## src/rtl/fldl_pkg.sv

```systemverilog
// fldl_pkg: shared widths, action codes and table request types
// for the discovery flood-and-learn forwarder; no dependencies
`default_nettype none

package fldl_pkg;

	localparam int NODE_COUNT = 256;
	localparam int IDX_W      = $clog2(NODE_COUNT);
	localparam int ID_W       = 8;
	localparam int HOP_W      = 8;
	localparam int PORT_W     = 4;
	localparam int ACT_W      = 3;

	typedef enum logic [ACT_W-1:0] {
		ACT_REPLY   = 3'd0,
		ACT_OWN     = 3'd1,
		ACT_LEARNED = 3'd2,
		ACT_DUP     = 3'd3,
		ACT_FORWARD = 3'd4,
		ACT_UNREACH = 3'd5,
		ACT_EXPIRED = 3'd6
	} action_t;

	typedef struct packed {
		logic              en;
		logic [IDX_W-1:0]  idx;
	} rd_req_t;

	typedef struct packed {
		logic              en;
		logic [IDX_W-1:0]  idx;
		logic [PORT_W-1:0] port;
	} wr_req_t;

	typedef struct packed {
		logic              valid;
		logic [PORT_W-1:0] port;
	} rd_rsp_t;

	// true when an identifier has a table entry
	function automatic logic id_in_range(input logic [ID_W-1:0] id);
		return 32'(id) < 32'(NODE_COUNT);
	endfunction

	function automatic logic [IDX_W-1:0] id_to_idx(input logic [ID_W-1:0] id);
		return IDX_W'(id);
	endfunction

endpackage

`default_nettype wire

```

## src/rtl/fldl_table.sv

```systemverilog
// fldl_table: forwarding table, valid flags in flops plus a port memory
// with registered read; uses fldl_pkg
`default_nettype none

module fldl_table (
	input  wire logic              clk,
	input  wire logic              arst_n,
	input  wire fldl_pkg::rd_req_t rd_req,
	input  wire fldl_pkg::wr_req_t wr_req,
	output fldl_pkg::rd_rsp_t      rd_rsp
);

	logic [fldl_pkg::NODE_COUNT-1:0]  valid_q;
	logic [fldl_pkg::PORT_W-1:0]      port_mem [fldl_pkg::NODE_COUNT];
	logic                             rd_valid_q;
	logic [fldl_pkg::PORT_W-1:0]      rd_port_q;

	always_ff @(posedge clk or negedge arst_n) begin
		if (!arst_n) begin
			valid_q    <= '0;
			rd_valid_q <= 1'b0;
		end else begin
			if (wr_req.en) begin
				valid_q[wr_req.idx] <= 1'b1;
			end
			if (rd_req.en) begin
				rd_valid_q <= valid_q[rd_req.idx];
			end
		end
	end

	always_ff @(posedge clk) begin
		if (wr_req.en) begin
			port_mem[wr_req.idx] <= wr_req.port;
		end
		if (rd_req.en) begin
			rd_port_q <= port_mem[rd_req.idx];
		end
	end

	assign rd_rsp.valid = rd_valid_q;
	assign rd_rsp.port  = rd_port_q;

endmodule

`default_nettype wire

```

## src/rtl/fldl_decide.sv

```systemverilog
// fldl_decide: per-item decision from the header and the table read,
// builds the result fields and the learn write; uses fldl_pkg
`default_nettype none

module fldl_decide (
	input  wire logic                          valid,
	input  wire logic                          operation,
	input  wire logic [fldl_pkg::ID_W-1:0]     source_id,
	input  wire logic [fldl_pkg::ID_W-1:0]     dest_id,
	input  wire logic [fldl_pkg::HOP_W-1:0]    hop_limit,
	input  wire logic [fldl_pkg::PORT_W-1:0]   arrival_port,
	input  wire logic                          src_is_me,
	input  wire logic                          dst_is_me,
	input  wire fldl_pkg::rd_rsp_t             rd_rsp,
	output fldl_pkg::wr_req_t                  wr_req,
	output fldl_pkg::action_t                  action,
	output logic [fldl_pkg::PORT_W-1:0]        send_port,
	output logic [fldl_pkg::ID_W-1:0]          send_dest,
	output logic [fldl_pkg::HOP_W-1:0]         send_hop_limit,
	output logic                               flood,
	output logic [fldl_pkg::HOP_W-1:0]         flood_hop_limit
);

	logic hop_nz;

	assign hop_nz = hop_limit != '0;

	always_comb begin
		action          = fldl_pkg::ACT_REPLY;
		send_port       = '0;
		send_dest       = '0;
		send_hop_limit  = '0;
		flood           = 1'b0;
		flood_hop_limit = '0;
		wr_req.en       = 1'b0;
		wr_req.idx      = fldl_pkg::id_to_idx(source_id);
		wr_req.port     = arrival_port;
		if (!operation) begin
			if (src_is_me) begin
				action = fldl_pkg::ACT_OWN;
			end else begin
				action         = fldl_pkg::ACT_REPLY;
				send_port      = arrival_port;
				send_dest      = source_id;
				send_hop_limit = hop_limit;
				if (hop_nz) begin
					flood           = 1'b1;
					flood_hop_limit = hop_limit - 1'b1;
				end
			end
		end else if (dst_is_me) begin
			// learn the source's port on first reply only
			if (fldl_pkg::id_in_range(source_id) && !rd_rsp.valid) begin
				action    = fldl_pkg::ACT_LEARNED;
				wr_req.en = valid;
			end else begin
				action = fldl_pkg::ACT_DUP;
			end
		end else if (hop_nz) begin
			if (fldl_pkg::id_in_range(dest_id) && rd_rsp.valid) begin
				action         = fldl_pkg::ACT_FORWARD;
				send_port      = rd_rsp.port;
				send_dest      = dest_id;
				send_hop_limit = hop_limit;
			end else begin
				action = fldl_pkg::ACT_UNREACH;
			end
		end else begin
			action = fldl_pkg::ACT_EXPIRED;
		end
	end

endmodule

`default_nettype wire

```

## src/rtl/discovery_flood_and_learn_forwarder_unit.sv

```systemverilog
// discovery_flood_and_learn_forwarder_unit: top level, header capture,
// table lookup and result register; uses fldl_pkg, fldl_table, fldl_decide
//
// channel   ports                                          handshake
// --------  ---------------------------------------------  -------------------------
// config    cfg_we, cfg_wdata (my_id)                      written when cfg_we high
// input     operation, source_id, dest_id, hop_limit,      taken when start && !busy
//           arrival_port
// result    action, send_port, send_dest, send_hop_limit,  valid while done high,
//           flood, flood_hop_limit                         one cycle, no stall
//
// for each item the accept edge issues the table read, and the next
// edge writes any learned entry and loads the result registers
// busy is high for the one cycle the table read is in flight, so no new item
// is accepted while it is high; the learn write is not forwarded to a read
// done and the result appear at the edge where busy falls and last one cycle
// reset clears my_id, all table valid flags and the control flags
`default_nettype none

module discovery_flood_and_learn_forwarder_unit (
	input  wire logic                          clk,
	input  wire logic                          arst_n,
	input  wire logic                          cfg_we,
	input  wire logic [fldl_pkg::ID_W-1:0]     cfg_wdata,
	input  wire logic                          start,
	output logic                               busy,
	input  wire logic                          operation,
	input  wire logic [fldl_pkg::ID_W-1:0]     source_id,
	input  wire logic [fldl_pkg::ID_W-1:0]     dest_id,
	input  wire logic [fldl_pkg::HOP_W-1:0]    hop_limit,
	input  wire logic [fldl_pkg::PORT_W-1:0]   arrival_port,
	output logic                               done,
	output logic [fldl_pkg::ACT_W-1:0]         action,
	output logic [fldl_pkg::PORT_W-1:0]        send_port,
	output logic [fldl_pkg::ID_W-1:0]          send_dest,
	output logic [fldl_pkg::HOP_W-1:0]         send_hop_limit,
	output logic                               flood,
	output logic [fldl_pkg::HOP_W-1:0]         flood_hop_limit
);

	logic [fldl_pkg::ID_W-1:0]    my_id_q;
	logic                         accept;
	logic                         dst_is_me;
	logic                         valid_s1;
	logic                         op_s1;
	logic [fldl_pkg::ID_W-1:0]    src_s1;
	logic [fldl_pkg::ID_W-1:0]    dst_s1;
	logic [fldl_pkg::HOP_W-1:0]   hop_s1;
	logic [fldl_pkg::PORT_W-1:0]  port_s1;
	logic                         src_me_s1;
	logic                         dst_me_s1;

	fldl_pkg::rd_req_t            rd_req;
	fldl_pkg::rd_rsp_t            rd_rsp;
	fldl_pkg::wr_req_t            wr_req;

	fldl_pkg::action_t            act_d;
	logic [fldl_pkg::PORT_W-1:0]  send_port_d;
	logic [fldl_pkg::ID_W-1:0]    send_dest_d;
	logic [fldl_pkg::HOP_W-1:0]   send_hop_d;
	logic                         flood_d;
	logic [fldl_pkg::HOP_W-1:0]   flood_hop_d;

	logic                         done_q;
	logic [fldl_pkg::ACT_W-1:0]   action_q;
	logic [fldl_pkg::PORT_W-1:0]  send_port_q;
	logic [fldl_pkg::ID_W-1:0]    send_dest_q;
	logic [fldl_pkg::HOP_W-1:0]   send_hop_q;
	logic                         flood_q;
	logic [fldl_pkg::HOP_W-1:0]   flood_hop_q;

	assign busy      = valid_s1;
	assign accept    = start && !busy;
	assign dst_is_me = dest_id == my_id_q;

	// a reply to this node looks up its source, any other reply its destination
	assign rd_req.en  = accept;
	assign rd_req.idx = fldl_pkg::id_to_idx(dst_is_me ? source_id : dest_id);

	always_ff @(posedge clk or negedge arst_n) begin
		if (!arst_n) begin
			my_id_q  <= '0;
			valid_s1 <= 1'b0;
			done_q   <= 1'b0;
		end else begin
			if (cfg_we) begin
				my_id_q <= cfg_wdata;
			end
			valid_s1 <= accept;
			done_q   <= valid_s1;
		end
	end

	always_ff @(posedge clk) begin
		if (accept) begin
			op_s1     <= operation;
			src_s1    <= source_id;
			dst_s1    <= dest_id;
			hop_s1    <= hop_limit;
			port_s1   <= arrival_port;
			src_me_s1 <= source_id == my_id_q;
			dst_me_s1 <= dst_is_me;
		end
		if (valid_s1) begin
			action_q    <= act_d;
			send_port_q <= send_port_d;
			send_dest_q <= send_dest_d;
			send_hop_q  <= send_hop_d;
			flood_q     <= flood_d;
			flood_hop_q <= flood_hop_d;
		end
	end

	fldl_table u_table (
		.clk    (clk),
		.arst_n (arst_n),
		.rd_req (rd_req),
		.wr_req (wr_req),
		.rd_rsp (rd_rsp)
	);

	fldl_decide u_decide (
		.valid           (valid_s1),
		.operation       (op_s1),
		.source_id       (src_s1),
		.dest_id         (dst_s1),
		.hop_limit       (hop_s1),
		.arrival_port    (port_s1),
		.src_is_me       (src_me_s1),
		.dst_is_me       (dst_me_s1),
		.rd_rsp          (rd_rsp),
		.wr_req          (wr_req),
		.action          (act_d),
		.send_port       (send_port_d),
		.send_dest       (send_dest_d),
		.send_hop_limit  (send_hop_d),
		.flood           (flood_d),
		.flood_hop_limit (flood_hop_d)
	);

	assign done            = done_q;
	assign action          = action_q;
	assign send_port       = send_port_q;
	assign send_dest       = send_dest_q;
	assign send_hop_limit  = send_hop_q;
	assign flood           = flood_q;
	assign flood_hop_limit = flood_hop_q;

endmodule

`default_nettype wire

```

## config.mk

```make
export PLATFORM = sky130hd
export DESIGN_NAME = discovery_flood_and_learn_forwarder_unit
export DESIGN_NICKNAME = d
export VERILOG_FILES = /design/src/rtl/fldl_pkg.sv /design/src/rtl/fldl_table.sv /design/src/rtl/fldl_decide.sv /design/src/rtl/discovery_flood_and_learn_forwarder_unit.sv
export SDC_FILE = /design/constraint.sdc
export NUM_CORES = 2
export LEC_CHECK = 0
export BUFFER_PORTS_ARGS = -buffer_cell sky130_fd_sc_hd__buf_2
export CAP_MARGIN = 20
export CELL_PAD_IN_SITES_DETAIL_PLACEMENT = 1
export CELL_PAD_IN_SITES_GLOBAL_PLACEMENT = 1
export CORE_MARGIN = 1.5
export CORE_UTILIZATION = 50
export CTS_BUF_LIST = sky130_fd_sc_hd__clkbuf_4 sky130_fd_sc_hd__clkbuf_8 sky130_fd_sc_hd__clkbuf_16
export CTS_CLUSTER_SIZE = 16
export DETAILED_ROUTE_END_ITERATION = 8
export HOLD_SLACK_MARGIN = 0.15
export PLACE_DENSITY_LB_ADDON = 0.1
export SYNTH_ARGS = -nofsm -noshare
export SYNTH_HDL_FRONTEND = slang
export SYNTH_HIERARCHICAL = 1
export SYNTH_SLANG_ARGS = --single-unit
```

## constraint.sdc

```tcl
create_clock -name clk -period 3.5 [get_ports clk]
set_input_delay 0.7 -clock clk [delete_from_list [all_inputs] [get_ports clk]]
set_output_delay 0.7 -clock clk [all_outputs]
set_load 0.005 [all_outputs]
```

==> reports/summary.json <==
{
  "drtIter0Drc": {"value": 2541},
  "via_per_inst": {"value": 6.16},
  "layout_commonest_cell": {"value": "edfxtp_1"},
  "cpPeakStageDelay": {"value": 0.44, "unit": "ns"},
  "syn-instance-count": {"value": 2890},
  "timing.final.setup_violations": {"value": 5},
  "worst-endpoint-required": {"value": 3.99, "unit": "ns"},
  "grt.met2_usage": {"value": 45.8, "unit": "%"},
  "ioPinCount": {"value": 75},
  "1st_pass_router_iterations": {"value": 5},
  "worstPathMaxFanout": {"value": 7},
  "ys.flop_type": {"value": "edfxtp_1"},
  "yosysWarningCount": {"value": 6},
  "failed_checks": {"value": "negative setup slack"},
  "cts_buffer_depth": {"value": 3},
  "part_of_the_yosys_area_used_for_sequential_elements": {"value": 73.9, "unit": "%"},
  "end_kind": {"value": "flip-flop"},
  "ys_async_sr_fraction": {"value": 19.7, "unit": "%"},
  "postLayoutSetupSlackWorst": {"value": -0.583, "unit": "ns"},
  "number_of_global_route_vias_before_repair": {"value": 31500},
  "areaGrowthSynthToFinish": {"value": 18.7, "unit": "%"},
  "unrepaired_setup_endpoints_after_global_routing": {"value": "true"},
  "crit_slowest_cell": {"value": "dfrtp_1"},
  "postLayoutCellArea": {"value": 0.0633, "unit": "mm2"},
  "share_of_layout_cells_above_drive_strength_1": {"value": 38.2, "unit": "%"},
  "cts_root_buf": {"value": "clkbuf_16"},
  "routedWlPerCell": {"value": 31.3, "unit": "um"},
  "dieArea": {"value": 0.109, "unit": "mm2"},
  "worstSetupStartpointType": {"value": "flip-flop"},
  "grt_util_all_layers": {"value": 27.8, "unit": "%"},
  "initial_cell_density_of_the_core": {"value": 50.5, "unit": "%"},
  "post-layout-total-power": {"value": 35.2, "unit": "mW"},
  "synth_enable_flop_cells": {"value": 1091},
  "grt_overflow": {"value": 0},
  "timing.setup.critical_path_class": {"value": "reg2reg"},
  "worst-slew-pin-transition": {"value": 1.21, "unit": "ns"},
  "clk_pin_slew_worst_paths": {"value": 0.06, "unit": "ns"},
  "combPwrFrac": {"value": 6.2, "unit": "%"},
  "pre_cts_slack": {"value": -1.48, "unit": "ns"},
  "power.leakage": {"value": 22.9, "unit": "nW"},
  "std_cell_rows": {"value": 119},
  "htreeDepth": {"value": 4},
  "cts_buffers": {"value": 145},
  "clock_power_share": {"value": 43.7, "unit": "%"},
  "worst_skew_pair.late_latency": {"value": 0.76, "unit": "ns"},
  "met3_track_usage_gr": {"value": 4.83, "unit": "%"},
  "gr-max-usage-layer": {"value": "met2"},
  "floorplan.die.height": {"value": 330, "unit": "um"},
  "number_of_antenna_violations_at_the_first_check_in_global_routing": {"value": 2},
  "ir_worst_vdd": {"value": 0.442, "unit": "mV"},
  "power_density": {"value": 557, "unit": "mW/mm2"},
  "worst_endpoint_data_arrival_time": {"value": 4.58, "unit": "ns"},
  "min-delay-path-class": {"value": "in2reg"},
  "portBuffers": {"value": 74},
  "grt_start_max_net_pins": {"value": 210},
  "cts_tree": {"value": "yes"},
  "final_estimated_routing_congestion_in_global_placement": {"value": 0.870},
  "skew": {"value": 0.0236, "unit": "ns"},
  "internal_power": {"value": 27.6, "unit": "mW"},
  "max_clock_freq": {"value": 0.245, "unit": "GHz"},
  "detailed_place.area": {"value": 0.0573, "unit": "mm2"},
  "layout.nets": {"value": 3284},
  "synth_area": {"value": 0.0534, "unit": "mm2"},
  "most-common-layout-cells": {"value": "1,091 x edfxtp_1, 301 x mux4_2, 276 x nor2_1"},
  "drtAntennaViolNets": {"value": 0},
  "synth_cell_types": {"value": 53},
  "crit_chain": {"value": "xnor2_2 -> nand4_1 -> nor2_4 -> buf_6 -> buf_6 -> mux2_8 -> buf_12 -> clkbuf_16 -> mux4_2 -> a22oi_2 -> a21oi_1 -> nor4_4 -> buf_4 -> nor2_4 -> or3_1"},
  "result_of_the_run": {"value": "finished with violations"},
  "finish.utilization": {"value": 60.0, "unit": "%"},
  "maxCapViolations": {"value": 0},
  "timing_hold_violations_final": {"value": 0},
  "drc_errors": {"value": 0},
  "final.min_clock_period": {"value": 4.08, "unit": "ns"},
  "maxSlewHeadroom": {"value": 19.6, "unit": "%"},
  "die_w": {"value": 330, "unit": "um"},
  "fp.coreArea": {"value": 0.106, "unit": "mm2"},
  "synth_area_per_cell": {"value": 18.5, "unit": "um2"},
  "post-route-period-util": {"value": 117, "unit": "%"},
  "synth.ff_latch_count": {"value": 1358},
  "global_route_wire_length_before_repair": {"value": 218, "unit": "mm"},
  "grtUsageMet1": {"value": 37.9, "unit": "%"},
  "switching_share": {"value": 21.7, "unit": "%"},
  "power.switching": {"value": 7.67, "unit": "mW"},
  "postSynthNetCount": {"value": 2933},
  "post_detailed_routing_wire_length": {"value": 149, "unit": "mm"},
  "final_max_slew_viol_count": {"value": 0},
  "count_of_vias_placed_by_the_detailed_router": {"value": 29300},
  "sequentialPowerShare": {"value": 50.1, "unit": "%"},
  "cts_sinks": {"value": 1358},
  "detailed_place_hpwl": {"value": 94.3, "unit": "mm"},
  "setup_total_negative_slack": {"value": -2.64, "unit": "ns"}
}
==> power by group through the flow <==
| stage | Clock (mW) | Combinational, mW | Sequential, mW |
|---|---|---|---|
| 3_5_place_dp | 0 | 2.00 | 18.0 |
| 4_1_cts | 15.7 | 2.09 | 17.7 |
| 6_report | 15.4 | 2.17 | 17.7 |
| 2_1_floorplan | 0 | 1.05 | 18.0 |
| 3_3_place_gp | 0 | 1.95 | 18.0 |
| 5_1_grt | 16.2 | 2.30 | 17.7 |
==> critical path: cells and delay by family (launching register included) <==
family          cells  cell delay, ns
mux                 2            0.75
buf+inv             5            0.78
xor+xnor            1            0.22
flops               1            0.44
compound gates      2            0.42
simple gates        5            1.18
==> what timing repair did <==
action | 4_1_cts | 5_1_grt
setup endpoints to repair | 5 | 5
buffers inserted | 9 | 9
gates resized for setup | 51 | 69
pin swaps | 14 | 27
cloned | 1 | 8
hold buffers | 20 | 0
hold endpoints to repair | 50 | 0
==> layout make-up <==
class	instances	area (um2)
Fill cell	9077	42200
Sequential cell	1358	39400
Multi-Input combinational cell	1344	13600
Clock buffer	193	4120
Timing Repair Buffer	382	3690
Tap cell	1391	1740
Clock inverter	76	706
Inverter	10	37.5
Antenna cell	4	10.0
==> stage by stage <==
step | instances | hold WS [ns]
CTS | 4738 | 0.153
detailed placement | 4439 | 0.450
finish | 4758 | 0.187
floorplan | 2890 | 0.404
global placement | 4439 | 0.445
global route | 4754 | 0.165
==> synth_stat cells (all sizes together), types with 2 or more instances <==
master,instances,area (um2)
o22ai,10,62.6
o221ai,12,105
or4,3,22.5
nand3b,4,30.0
nand2b,6,37.5
a21oi,74,370
edfxtp,1091,32800
o21a,3,22.5
mux2,21,236
xnor2,17,149
nand3,27,135
a22o,14,123
dfrtp,267,6680
and2,7,45.1
nor2b,12,75.1
nand2,34,128
o21ai,6,30.0
clkbuf,97,364
nor2,282,1070
o31ai,3,22.5
a211oi,4,30.0
mux2i,39,390
o32ai,2,17.5
a22oi,135,1010
nor4,21,131
a31oi,3,18.8
nand4,16,100
nor3,9,45.0
buf,81,536
or2,257,1610
or3,5,31.3
a311oi,3,26.3
mux4,301,6780
ha,2,25.0
a2111oi,2,17.5
inv,10,37.5
==> layer usage <==
metal / wire [um] / part of all wire, %
met1: 60800 / 41
met5: 0 / 0
met3: 8770 / 5.9
met2: 74500 / 50
met4: 4760 / 3.2
==> sequential cells by signal, summed over array words and instances (netlist names) <==
signal,count
u_table/port_mem,1024
op_s1,1
src_s1,8
busy,1
send_hop_limit,8
u_table/valid_q,256
src_me_s1,1
dst_s1,8
flood,1
my_id_q,8
done,1
dst_me_s1,1
u_table/rd_port_q,4
flood_hop_limit,8
send_dest,8
u_table/rd_valid_q,1
hop_s1,8
port_s1,4
action,3
send_port,4
==> worst paths after layout <==
check                                    start                   end  slack (ns)  cells past startpoint
max                                 my_id_q[1]  u_table/rd_port_q[1]       -0.58                     15
min                               cfg_wdata[2]            my_id_q[2]        0.19                      2
max reg2reg                         my_id_q[1]  u_table/rd_port_q[1]       -0.58                     15
min reg2reg                u_table/valid_q[40]   u_table/valid_q[40]        0.46                      1
max in group asynchronous               arst_n   u_table/valid_q[68]        2.04                      3
min in group asynchronous               arst_n                  done        0.45                      2
==> logic make-up (layout without fill, tap and decap cells) <==
logic type      Yosys count  count (layout)  synth area share [%]
flops                  1358            1358                  73.9
simple gates            686             686                  6.53
mux                     361             361                  13.9
compound gates          278             278                  3.60
buf+inv                 188             661                  1.76
xor+xnor                 17              17                 0.279
fa+ha+maj                 2               2                0.0469
other cells               0               4                     0
Power figures use the tool's default switching activity.
